===== src/design/idq_pkg.sv =====
// Shared constants, codes and types for the indexed double-ended queue.
// Used by idq_ctrl and the indexed_double_ended_queue top level.
package idq_pkg;

   // Storage geometry
   localparam int DEPTH = 64;
   localparam int PTR_W = $clog2(DEPTH);
   localparam int CNT_W = $clog2(DEPTH + 1);

   // Field widths
   localparam int CMD_W = 3;
   localparam int VAL_W = 32;
   localparam int POS_W = 6;
   localparam int STS_W = 2;
   localparam int CMP_W = (POS_W > CNT_W) ? POS_W : CNT_W;

   // Stream payload widths, rounded up to whole bytes
   localparam int REQ_DATA_W = ((VAL_W + POS_W + 7) / 8) * 8;
   localparam int RSP_DATA_W = ((VAL_W + CNT_W + 7) / 8) * 8;

   // Command codes
   localparam logic [CMD_W-1:0] CMD_PUSH_FRONT = 3'd0;
   localparam logic [CMD_W-1:0] CMD_PUSH_BACK  = 3'd1;
   localparam logic [CMD_W-1:0] CMD_POP_FRONT  = 3'd2;
   localparam logic [CMD_W-1:0] CMD_POP_BACK   = 3'd3;
   localparam logic [CMD_W-1:0] CMD_READ_AT    = 3'd4;
   localparam logic [CMD_W-1:0] CMD_REMOVE_AT  = 3'd5;

   // Status codes
   localparam logic [STS_W-1:0] STS_OK    = 2'd0;
   localparam logic [STS_W-1:0] STS_EMPTY = 2'd1;
   localparam logic [STS_W-1:0] STS_FULL  = 2'd2;
   localparam logic [STS_W-1:0] STS_RANGE = 2'd3;

   // Sequencer states
   typedef enum logic [2:0] {
      ST_IDLE,
      ST_EXEC,
      ST_CAPTURE,
      ST_SHIFT_RD,
      ST_SHIFT_WR,
      ST_DONE
   } state_type;

   // One finished result
   typedef struct packed {
      logic signed [VAL_W-1:0] read_value;
      logic [STS_W-1:0]        status;
      logic [CNT_W-1:0]        occupancy;
   } result_type;

   // Entry store access from the sequencer
   typedef struct packed {
      logic             wr_en;
      logic [PTR_W-1:0] wr_addr;
      logic [VAL_W-1:0] wr_data;
      logic             rd_en;
      logic [PTR_W-1:0] rd_addr;
   } ram_req_type;

endpackage


===== src/design/idq_ram.sv =====
// Generic single-write, single-read RAM with registered read data.
// Standalone; no package dependency.
module idq_ram #(
   parameter int WIDTH = 32,
   parameter int DEPTH = 64
) (
   input  logic                     clock,
   input  logic                     wr_en,
   input  logic [$clog2(DEPTH)-1:0] wr_addr,
   input  logic [WIDTH-1:0]         wr_data,
   input  logic                     rd_en,
   input  logic [$clog2(DEPTH)-1:0] rd_addr,
   output logic [WIDTH-1:0]         rd_data
);

   logic [WIDTH-1:0] mem_ff [DEPTH];
   logic [WIDTH-1:0] rd_data_ff;

   // Write port
   always_ff @(posedge clock) begin
      if (wr_en) begin
         mem_ff[wr_addr] <= wr_data;
      end
   end

   // Registered read port; data holds until the next read
   always_ff @(posedge clock) begin
      if (rd_en) begin
         rd_data_ff <= mem_ff[rd_addr];
      end
   end

   assign rd_data = rd_data_ff;

endmodule


===== src/design/idq_ctrl.sv =====
// Command sequencer for the indexed double-ended queue: ring pointers,
// the shared slot adder and the removal shift loop. Uses idq_pkg.
module idq_ctrl (
   input  logic                           clock,
   input  logic                           reset,
   input  logic                           req_valid,
   output logic                           req_ready,
   input  logic [idq_pkg::CMD_W-1:0]      req_cmd,
   input  logic [idq_pkg::VAL_W-1:0]      req_value,
   input  logic [idq_pkg::POS_W-1:0]      req_pos,
   input  logic                           out_free,
   output logic                           res_valid,
   output idq_pkg::result_type            res,
   output idq_pkg::ram_req_type           ram_req,
   input  logic [idq_pkg::VAL_W-1:0]      ram_rd_data
);
   import idq_pkg::*;

   state_type        state_ff, state_in;
   logic [CMD_W-1:0] cmd_ff, cmd_in;
   logic [VAL_W-1:0] value_ff, value_in;
   logic [POS_W-1:0] pos_ff, pos_in;
   logic [PTR_W-1:0] front_ff, front_in;
   logic [CNT_W-1:0] count_ff, count_in;
   logic [CNT_W-1:0] idx_ff, idx_in;
   logic [PTR_W-1:0] hole_ff, hole_in;
   logic [PTR_W-1:0] next_ff, next_in;
   logic [VAL_W-1:0] rd_val_ff, rd_val_in;
   logic [STS_W-1:0] status_ff, status_in;
   logic             use_ram_ff, use_ram_in;

   logic             req_fire;
   logic             empty;
   logic             full;
   logic             beyond;
   logic             more;
   logic [CNT_W-1:0] count_m1;
   logic [CNT_W-1:0] idx_p1;
   logic [PTR_W-1:0] rem_off;
   logic [PTR_W-1:0] offset;
   logic [PTR_W:0]   slot_sum;
   logic [PTR_W-1:0] slot;

   assign req_fire = req_valid && req_ready;

   // Status of the held entries
   assign empty    = (count_ff == '0);
   assign full     = (count_ff >= CNT_W'(DEPTH));
   assign beyond   = (CMP_W'(pos_ff) >= CMP_W'(count_ff));
   assign count_m1 = count_ff - CNT_W'(1);
   assign idx_p1   = idx_ff + CNT_W'(1);
   assign more     = (idx_p1 < count_ff);
   // Removal past the end takes the last entry
   assign rem_off  = beyond ? PTR_W'(count_m1) : PTR_W'(pos_ff);

   // Offset select for the shared slot adder
   always_comb begin
      offset = '0;
      if (state_ff == ST_SHIFT_RD) begin
         offset = PTR_W'(idx_p1);
      end else begin
         case (cmd_ff)
            CMD_PUSH_FRONT: offset = PTR_W'(DEPTH - 1);
            CMD_PUSH_BACK:  offset = PTR_W'(count_ff);
            CMD_POP_FRONT:  offset = PTR_W'(1);
            CMD_POP_BACK:   offset = PTR_W'(count_m1);
            CMD_READ_AT:    offset = PTR_W'(pos_ff);
            CMD_REMOVE_AT:  offset = rem_off;
            default:        offset = '0;
         endcase
      end
   end

   // Shared slot adder: (front + offset) mod DEPTH
   assign slot_sum = {1'b0, front_ff} + {1'b0, offset};
   assign slot     = (slot_sum >= (PTR_W+1)'(DEPTH))
                     ? PTR_W'(slot_sum - (PTR_W+1)'(DEPTH))
                     : PTR_W'(slot_sum);

   // Next state
   always_comb begin
      state_in = state_ff;
      case (state_ff)
         ST_IDLE: begin
            if (req_fire) state_in = ST_EXEC;
         end
         ST_EXEC: begin
            if (cmd_ff == CMD_REMOVE_AT && !empty) state_in = ST_CAPTURE;
            else                                    state_in = ST_DONE;
         end
         ST_CAPTURE:  state_in = ST_SHIFT_RD;
         ST_SHIFT_RD: state_in = more ? ST_SHIFT_WR : ST_DONE;
         ST_SHIFT_WR: state_in = ST_SHIFT_RD;
         ST_DONE: begin
            if (out_free) state_in = req_fire ? ST_EXEC : ST_IDLE;
         end
         default: state_in = ST_IDLE;
      endcase
   end

   // Outputs: handshake and entry store access
   always_comb begin
      req_ready       = 1'b0;
      res_valid       = 1'b0;
      ram_req.wr_en   = 1'b0;
      ram_req.wr_addr = slot;
      ram_req.wr_data = value_ff;
      ram_req.rd_en   = 1'b0;
      ram_req.rd_addr = slot;
      case (state_ff)
         ST_IDLE: req_ready = 1'b1;
         ST_EXEC: begin
            case (cmd_ff)
               CMD_PUSH_FRONT,
               CMD_PUSH_BACK: ram_req.wr_en = !full;
               CMD_POP_FRONT: begin
                  ram_req.rd_en   = !empty;
                  ram_req.rd_addr = front_ff;
               end
               CMD_POP_BACK,
               CMD_REMOVE_AT: ram_req.rd_en = !empty;
               CMD_READ_AT:   ram_req.rd_en = !empty && !beyond;
               default: ;
            endcase
         end
         ST_SHIFT_RD: ram_req.rd_en = more;
         ST_SHIFT_WR: begin
            ram_req.wr_en   = 1'b1;
            ram_req.wr_addr = hole_ff;
            ram_req.wr_data = ram_rd_data;
         end
         ST_DONE: begin
            res_valid = out_free;
            req_ready = out_free;
         end
         default: ;
      endcase
   end

   // Datapath register updates
   always_comb begin
      cmd_in     = cmd_ff;
      value_in   = value_ff;
      pos_in     = pos_ff;
      front_in   = front_ff;
      count_in   = count_ff;
      idx_in     = idx_ff;
      hole_in    = hole_ff;
      next_in    = next_ff;
      rd_val_in  = rd_val_ff;
      status_in  = status_ff;
      use_ram_in = use_ram_ff;

      if (req_fire) begin
         cmd_in   = req_cmd;
         value_in = req_value;
         pos_in   = req_pos;
      end

      case (state_ff)
         ST_EXEC: begin
            rd_val_in  = '0;
            status_in  = STS_OK;
            use_ram_in = 1'b0;
            case (cmd_ff)
               CMD_PUSH_FRONT: begin
                  if (full) begin
                     status_in = STS_FULL;
                  end else begin
                     front_in = slot;
                     count_in = count_ff + CNT_W'(1);
                  end
               end
               CMD_PUSH_BACK: begin
                  if (full) status_in = STS_FULL;
                  else      count_in  = count_ff + CNT_W'(1);
               end
               CMD_POP_FRONT: begin
                  if (empty) begin
                     status_in = STS_EMPTY;
                  end else begin
                     use_ram_in = 1'b1;
                     front_in   = slot;
                     count_in   = count_m1;
                  end
               end
               CMD_POP_BACK: begin
                  if (empty) begin
                     status_in = STS_EMPTY;
                  end else begin
                     use_ram_in = 1'b1;
                     count_in   = count_m1;
                  end
               end
               CMD_READ_AT: begin
                  if (empty)       status_in  = STS_EMPTY;
                  else if (beyond) status_in  = STS_RANGE;
                  else             use_ram_in = 1'b1;
               end
               CMD_REMOVE_AT: begin
                  if (empty) begin
                     status_in = STS_EMPTY;
                  end else begin
                     idx_in  = CNT_W'(rem_off);
                     hole_in = slot;
                  end
               end
               default: ;
            endcase
         end
         ST_CAPTURE: rd_val_in = ram_rd_data;
         ST_SHIFT_RD: begin
            if (more) next_in  = slot;
            else      count_in = count_m1;
         end
         ST_SHIFT_WR: begin
            hole_in = next_ff;
            idx_in  = idx_p1;
         end
         default: ;
      endcase
   end

   // Control registers
   always_ff @(posedge clock) begin
      if (reset) begin
         state_ff <= ST_IDLE;
         front_ff <= '0;
         count_ff <= '0;
      end else begin
         state_ff <= state_in;
         front_ff <= front_in;
         count_ff <= count_in;
      end
   end

   // Payload registers
   always_ff @(posedge clock) begin
      cmd_ff     <= cmd_in;
      value_ff   <= value_in;
      pos_ff     <= pos_in;
      idx_ff     <= idx_in;
      hole_ff    <= hole_in;
      next_ff    <= next_in;
      rd_val_ff  <= rd_val_in;
      status_ff  <= status_in;
      use_ram_ff <= use_ram_in;
   end

   // Result; pops and reads take the word straight from the store
   assign res.read_value = use_ram_ff ? ram_rd_data : rd_val_ff;
   assign res.status     = status_ff;
   assign res.occupancy  = count_ff;

endmodule


===== src/design/indexed_double_ended_queue.sv =====
// Indexed double-ended queue: 64 signed words in a ring buffer in one RAM.
// Pushes, pops and reads pass EXEC then DONE; a removal adds CAPTURE and a
// SHIFT_RD/SHIFT_WR pair per later entry moved. One command at a time: a
// new request is taken only when idle or as the last result enters the
// output register; one RAM port pair and one adder move entries singly.
// Reset: synchronous; empties the queue, the store itself is not cleared.
module indexed_double_ended_queue (
   input  logic                             clock,
   input  logic                             reset,
   input  logic                             req_tvalid,
   output logic                             req_tready,
   // value [31:0], position [37:32], zero fill above
   input  logic [idq_pkg::REQ_DATA_W-1:0]   req_tdata,
   // command [2:0]
   input  logic [idq_pkg::CMD_W-1:0]        req_tuser,
   output logic                             rsp_tvalid,
   input  logic                             rsp_tready,
   // read_value [31:0], occupancy [38:32], zero fill above
   output logic [idq_pkg::RSP_DATA_W-1:0]   rsp_tdata,
   // status [1:0]
   output logic [idq_pkg::STS_W-1:0]        rsp_tuser
);
   import idq_pkg::*;

   logic        out_free;
   logic        res_valid;
   result_type  res;
   ram_req_type ram_req;
   logic [VAL_W-1:0] ram_rd_data;

   logic        rsp_valid_ff, rsp_valid_in;
   result_type  rsp_data_ff, rsp_data_in;

   // Sequencer
   idq_ctrl u_ctrl (
      .clock       (clock),
      .reset       (reset),
      .req_valid   (req_tvalid),
      .req_ready   (req_tready),
      .req_cmd     (req_tuser),
      .req_value   (req_tdata[VAL_W-1:0]),
      .req_pos     (req_tdata[VAL_W+POS_W-1:VAL_W]),
      .out_free    (out_free),
      .res_valid   (res_valid),
      .res         (res),
      .ram_req     (ram_req),
      .ram_rd_data (ram_rd_data)
   );

   // Entry store
   idq_ram #(
      .WIDTH (VAL_W),
      .DEPTH (DEPTH)
   ) u_store (
      .clock   (clock),
      .wr_en   (ram_req.wr_en),
      .wr_addr (ram_req.wr_addr),
      .wr_data (ram_req.wr_data),
      .rd_en   (ram_req.rd_en),
      .rd_addr (ram_req.rd_addr),
      .rd_data (ram_rd_data)
   );

   // Output register: takes a new result when empty or being drained
   assign out_free = !rsp_valid_ff || rsp_tready;

   always_comb begin
      rsp_valid_in = rsp_valid_ff;
      rsp_data_in  = rsp_data_ff;
      if (res_valid) begin
         rsp_valid_in = 1'b1;
         rsp_data_in  = res;
      end else if (rsp_tready) begin
         rsp_valid_in = 1'b0;
      end
   end

   always_ff @(posedge clock) begin
      if (reset) begin
         rsp_valid_ff <= 1'b0;
      end else begin
         rsp_valid_ff <= rsp_valid_in;
      end
   end

   always_ff @(posedge clock) begin
      rsp_data_ff <= rsp_data_in;
   end

   assign rsp_tvalid = rsp_valid_ff;
   assign rsp_tuser  = rsp_data_ff.status;
   assign rsp_tdata  = {{(RSP_DATA_W-VAL_W-CNT_W){1'b0}},
                        rsp_data_ff.occupancy, rsp_data_ff.read_value};

endmodule


===== config.mk =====
export PLATFORM = sky130hd
export DESIGN_NAME = indexed_double_ended_queue
export DESIGN_NICKNAME = d
export VERILOG_FILES = /design/src/design/idq_pkg.sv /design/src/design/idq_ram.sv /design/src/design/idq_ctrl.sv /design/src/design/indexed_double_ended_queue.sv
export SDC_FILE = /design/constraint.sdc
export NUM_CORES = 2
export LEC_CHECK = 0
export ABC_CLOCK_PERIOD_IN_PS = 7400
export BUFFER_PORTS_ARGS = -buffer_cell sky130_fd_sc_hd__buf_2
export CAP_MARGIN = 20
export CORE_MARGIN = 2
export CORE_UTILIZATION = 37
export CTS_CLUSTER_DIAMETER = 100
export DETAILED_ROUTE_END_ITERATION = 8
export PLACE_DENSITY_LB_ADDON = 0.08
export SYNTH_ARGS = -nofsm -noshare
export SYNTH_HDL_FRONTEND = slang
export SYNTH_HIERARCHICAL = 1
export SYNTH_SLANG_ARGS = --single-unit

===== constraint.sdc =====
create_clock -name clock -period 7.4 [get_ports clock]
set_input_delay 1.48 -clock clock [delete_from_list [all_inputs] [get_ports clock]]
set_output_delay 1.48 -clock clock [all_outputs]
set_load 0.02 [all_outputs]

# --- Word-level counts from Yosys, hierarchy flattened ---
# Memory sizes are Yosys's and may differ from the RTL's. A register that Yosys moved wholly into a read port is not among the register bits.
# Cells that the tools add are included.
totals:
  reg_bits: 153
  mem_bits_rw: 2048
  n_memories: 1
op_classes:
  addsub: 5
  n_lt_le_gt_ge: 4
  eq_ne: 20
  mux: 47
  reduce_logical: 25
memory_table:
  columns: ["name", "words", "width", "read_ports", "rd_clocked_by_memory_dff", "write_ports", "line_no", "source"]
  rows:
  - ["u_store.mem_ff", 64, 32, 1, 1, 1, "idq_ram.sv:16", "logic [WIDTH-1:0] mem_ff [DEPTH];"]
ops:
  columns: ["op", "n"]
  rows:
  - ["$pmux 32 s2", 1]
  - ["$mux 6", 8]
  - ["$pmux 7 s2", 3]
  - ["$mux 38", 1]
  - ["$pmux 6 s6", 1]
  - ["$mux 7", 5]
  - ["$mux 32", 1]
  - ["$pmux 6 s2", 2]
  - ["$pmux 3 s5", 1]
  - ["$add 7x1->7 const B", 2]
  - ["$ge 7x7->1 const B", 2]
  - ["$eq 3x2->1 const B", 4]
  - ["$eq 3x3->1 const B", 4]
  - ["$mux 1", 12]
  - ["$pmux 1 s2", 5]
  - ["$reduce_bool 2->1", 5]
  - ["$mux 3", 3]
  - ["$ne 3x3->1 const B", 3]
  - ["$ne 2x2->1 const B", 4]
  - ["$add 6x6->7", 1]
  - ["$ge 6x7->1", 1]
  - ["$logic_not 7->1", 1]
  - ["$lt 7x7->1", 1]
  - ["$sub 7x1->7 const B", 1]
  - ["other kinds (15)", 29]

# --- Depth between registers and ports, before layout ---
depth:
  ltp_word: 10
  ltp_mapped: 24

# --- Modules after synthesis ---
# Netlist, hierarchy kept.
by_module_without_submodules:
  columns: ["mod", "n_inst", "cells_each", "area_each_um2"]
  rows:
  - ["idq_ram", 1, 3324, 78833.1]
  - ["idq_ctrl", 1, 619, 6247.2]
  - ["indexed_double_ended_queue", 1, 47, 1288.7]

# --- Least setup slack after synthesis ---
# No wires, ideal clock.
synth_timing:
  kind: "register -> register"
  from: "register u_ctrl.pos_ff[0]"
  to: "memory u_store.mem_ff[48][0] (enable)"
  arrival_time_ps: 6176
  t_required_ps: 6939
  setup_slack_ps: 763
  path_stages_with_launch: 18
  synth_period_minus_slack_ps: 6637
  cell_sequence: "edfxtp_1 inv_1 ha_1 nand2b_1 a2111oi_0 o22a_2 mux2_2 a221oi_1 mux2i_1 ha_1 nor2b_1 a221oi_1 nand3_1 o21a_1 o31ai_1 clkbuf_1 nand4b_1 nor3_1"
synth_rtl:
  columns: ["item", "line_no", "source"]
  rows:
  - ["start, declared", "idq_ctrl.sv:22", "logic [POS_W-1:0] pos_ff, pos_in;"]
  - ["start signal, assigned", "idq_ctrl.sv:241", "pos_ff <= pos_in;"]
  - ["end, declared", "idq_ram.sv:16", null]

==> summary.txt <==
Hold path
  • Endpoint of the worst hold-timing path: rsp_tuser[1]
  • Hold-critical path depth: 0
  • Start point of the worst min-delay path: u_ctrl/status_ff[1]
  • Min-delay worst type: reg -> reg

Synthesis
  • Synth Area per Inst: 21.6 sq um
  • Synth Area in XOR/XNOR: 0.122%
  • Adder and majority gate portion of the synthesized area: 0.313%
  • Post-synth EDFFs: 2216
  • Cell accounting for the most synthesized area: sky130_fd_sc_hd__edfxtp_1
  • Compound-Gate Fraction of Synth Area: 2.34%
  • Most used standard cells in the synthesized netlist: 2216 x sky130_fd_sc_hd__edfxtp_1, 544 x sky130_fd_sc_hd__mux4_2, 172 x sky130_fd_sc_hd__nor2_1
  • Share of the yosys chip area belonging to registers: roughly 77%
  • Simple-Gate Fraction of Synth Area: 2.55%
  • Gate count after technology mapping: 3990
  • Mapped Area: 86400 sq um
  • Post-synth cell types: a little over 70
  • Count of yosys warnings during synthesis: 6
  • Syn nets: 4058
  • Multiplexer share of the synthesized area: 15.9%
  • Main combinational cell family by area after synthesis: multiplexers
  • Area share of the largest cell type after synthesis: between 70% and 80%
  • Top area cells in the synthesized netlist: sky130_fd_sc_hd__edfxtp_1 77%, sky130_fd_sc_hd__mux4_2 14%, sky130_fd_sc_hd__mux2i_1 1.2%
  • Ys flop type: sky130_fd_sc_hd__edfxtp_1
  • Most numerous cell in the Yosys netlist: sky130_fd_sc_hd__edfxtp_1
  • Flop and latch count out of synthesis: 2233
  • Fraction of synthesis flops using an asynchronous set or reset pin: 0%

CTS
  • Maximum buffer depth of the clock tree: 3
  • Clock transition at path regs: 70 ps
  • Number of buffers created by CTS: 232
  • Count of clock tree sinks: 2233
  • Number of H-tree levels: 4
  • TritonCTS clock tree: done
  • Number of setup buffers added after CTS: 0
  • Post-cts repair resize count: 0
  • Count of hold buffers inserted by post-cts repair: 0
  • Clock network latency to the later pin of the worst-skew pair: 880 ps
  • Cell at the root of the clock tree: sky130_fd_sc_hd__clkbuf_16

Routing
  • Total wire length after detailed routing: 248 mm
  • DR iter-0 viols: 3980
  • Remaining antenna violation count: 0
  • Total via count in the routed design: around 42000
  • Via/cell ratio: between 5 and 6
  • DRC violation count after routing: 0
  • Detailed Routing Iterations Pass 1: 5
  • WL per Instance: 32.8 um

STA
  • Final Hold Viols: 0
  • Aggregate negative setup slack: 0 ps
  • Largest clock skew in the final design: 54.1 ps
  • Pins over their slew limit: 0
  • Final hold slack: 419 ps
  • Final number of setup-violating endpoints: 0
  • F_max: about 0.15 GHz
  • Post-layout minimum cycle time: 6670 ps
  • Worst Max-Slew Pin Slew: 1120 ps
  • Worst max-slew margin expressed relative to the limit: 25.5%
  • Final critical-path share of the clock period: 90.2%
  • Unrepaired setup endpoints after global routing: false

Power and ir drop
  • Power per cell area: 351 nW/um^2
  • Max rail drop VDD: 228 uV
  • Leakage power of the design: 0.0313 uW

Global routing
  • GR peak layer: met2
  • Met1 demand-to-capacity share in global routing: 29.2%
  • GR Layer Usage met2: 34.4%
  • Total overflow reported by the global router: 0
  • Total global-route track usage: around a fifth
  • Initial antenna violation count: 9
  • Vias in the first global route: between 40000 and 50000
  • Pin count of the biggest net entering global routing: between 60 and 70
  • Global routing usage on met3: 3.46%
  • Wire length of the first global-routing pass: 344 mm

Setup path
  • Cell type of the slowest stage on the worst timing path: sky130_fd_sc_hd__nor2_4
  • CP cell instances: inv_1, ha_1, a2111oi_0, o22a_2, mux2_2, a221oi_1, mux2i_1, ha_1, nor2b_1, a221oi_1, nand3_1, nor3_1, o31ai_4, nor2_1, nand2_1, nor2_4, buf_4
  • Category of the critical setup timing path: reg -> reg
  • Number of buffer and inverter stages on the critical path: 2
  • Top delay family on crit path: simple AND/OR/NAND/NOR gates
  • Data arrival, critical path: 7190 ps
  • Worst R2R Setup Slack: a little over 700 ps
  • Largest stage delay on the critical path: 840 ps
  • Element type at the critical path end: flip-flop
  • Worst Path Max Fanout: 17
  • FF-to-FF End: u_store/mem_ff[9][18]
  • Worst reg-to-reg path cell count: 17
  • Beginning of the worst register-to-register path: u_ctrl/count_ff[1]
  • Element type at the critical path start: flip-flop
  • Endpoint required time on the critical path: approximately 7900 ps

Floorplanning
  • Horiz. Die Dim: 487 um
  • Initial standard-cell utilization of the core: 37.2%
  • Placement Rows: 177
  • Top Ports: 91
  • Full die area: 237000 sq um
  • Vertical extent of the die: between 400 and 500 um
  • Core area: 232000 sq um

Placed design
  • Final estimated routing congestion in global placement: about 0.79
  • Detail Placement HPWL: around 140 mm
  • # port buffers: 87
  • Placed cell count: a little over 7000

Layout
  • Area overhead of the layout relative to synthesis: 15.4%
  • Number of non-filler instances in the completed layout: 7561
  • Layout fillers: 20100
  • Share of cells above drive strength 1: 29.4%
  • Post-layout utilization of the core: 42.9%
  • Final nets: roughly 4400

Run status
  • Status: completed

Run
  • Max-capacitance violation count: 0
-- flip-flops by register name (all words and copies together), names as in the netlist --
| signal | cells |
|---|---|
| u_ctrl/hole_ff | 6 |
| u_ctrl/pos_ff | 6 |
| u_store/rd_data | 32 |
| u_ctrl/status_ff | 2 |
| u_ctrl/front_ff | 6 |
| rsp_tdata | 39 |
| u_store/mem_ff | 2048 |
| u_ctrl/cmd_ff | 3 |
| u_ctrl/rd_val_ff | 32 |
| u_ctrl/next_ff | 6 |
| u_ctrl/value_ff | 32 |
| u_ctrl/state_ff | 3 |
| u_ctrl/idx_ff | 7 |
| u_ctrl/count_ff | 7 |
| u_ctrl/use_ram_ff | 1 |
| rsp_tvalid | 1 |
| rsp_tuser | 2 |
-- placed cells by master, fill, tap and decap left out, types with 64 or more instances in the layout --
| cell type | synthesis | routed |
|---|---|---|
| sky130_fd_sc_hd__edfxtp_1 | 2216 | 2216 |
| sky130_fd_sc_hd__mux4_2 | 544 | 544 |
| sky130_fd_sc_hd__clkbuf_16 | 0 | 235 |
| sky130_fd_sc_hd__buf_4 | 25 | 175 |
| sky130_fd_sc_hd__nand2_1 | 160 | 127 |
| sky130_fd_sc_hd__nor2_1 | 172 | 108 |
| sky130_fd_sc_hd__mux2i_1 | 103 | 103 |
| sky130_fd_sc_hd__buf_2 | 67 | 87 |
| sky130_fd_sc_hd__a21oi_1 | 88 | 87 |
| sky130_fd_sc_hd__o22ai_1 | 86 | 86 |
| sky130_fd_sc_hd__clkbuf_1 | 100 | 68 |
| sky130_fd_sc_hd__nor2_4 | 1 | 64 |
-- power breakdown --
| group | internal (uW) | leakage, uW | switching [uW] |
|---|---|---|---|
| Sequential | 14900 | 0.0201 | 102 |
| Clock | 6060 | 0.00342 | 4880 |
| Combinational | 3310 | 0.00770 | 5700 |
-- routing by layer --
metal,vias to the layer above,share of wire [%]
li1,17400,-
met1,23000,44
met2,1089,49
met3,259,5.1
met4,0,1.9
met5,-,0
-- cell type report --
| class | instances | area (sq um) | share of cell area [%] |
|---|---|---|---|
| Antenna cell | 4 | 10.0 | 0.0100 |
| Clock buffer | 303 | 6140 | 6.16 |
| Multi-Input combinational cell | 1515 | 19000 | 19.1 |
| Timing Repair Buffer | 314 | 2790 | 2.80 |
| Tap cell | 3043 | 3810 | 3.82 |
| Sequential cell | 2233 | 66900 | 67.1 |
| Inverter | 27 | 101 | 0.102 |
| Clock inverter | 122 | 873 | 0.877 |
-- how the worst max path moves through the flow --
stage | startpoint | to | slack, ps | cells after the start
final | u_ctrl/count_ff[1] | u_store/mem_ff[9][18] | 730 | 17
after global routing | u_ctrl/count_ff[1] | u_store/mem_ff[9][9] | 300 | 17
after CTS | u_ctrl/count_ff[1] | u_store/mem_ff[9][18] | 680 | 17
after detailed placement | u_ctrl/count_ff[1] | u_store/mem_ff[9][10] | 690 | 17
after global placement | u_ctrl/pos_ff[0] | u_store/mem_ff[9][10] | 710 | 18
after floorplan | u_ctrl/pos_ff[0] | u_store/mem_ff[48][0] | 760 | 17
-- kinds of logic after synthesis --
| group | count (synthesis) |
|---|---|
| AO/OA/AOI/OAI | 308 |
| XOR/XNOR | 12 |
| adder cells (fa/ha/maj) | 21 |
| buffers and inverters | 242 |
| flip-flops | 2233 |
| multiplexers | 688 |
| other | 1 |
| AND/OR/NAND/NOR | 485 |
-- stage by stage --
step / setup WS (ps) / power (uW) / instance area, sq um
2_1_floorplan: 763 / 20500 / 86400
3_3_place_gp: 706 / 24500 / 92600
3_5_place_dp: 692 / 24500 / 92600
4_1_cts: 682 / 35500 / 99600
5_1_grt: 297 / 36300 / 99600
6_report: 726 / 35000 / 99600
(Power assumes the default switching activity.)
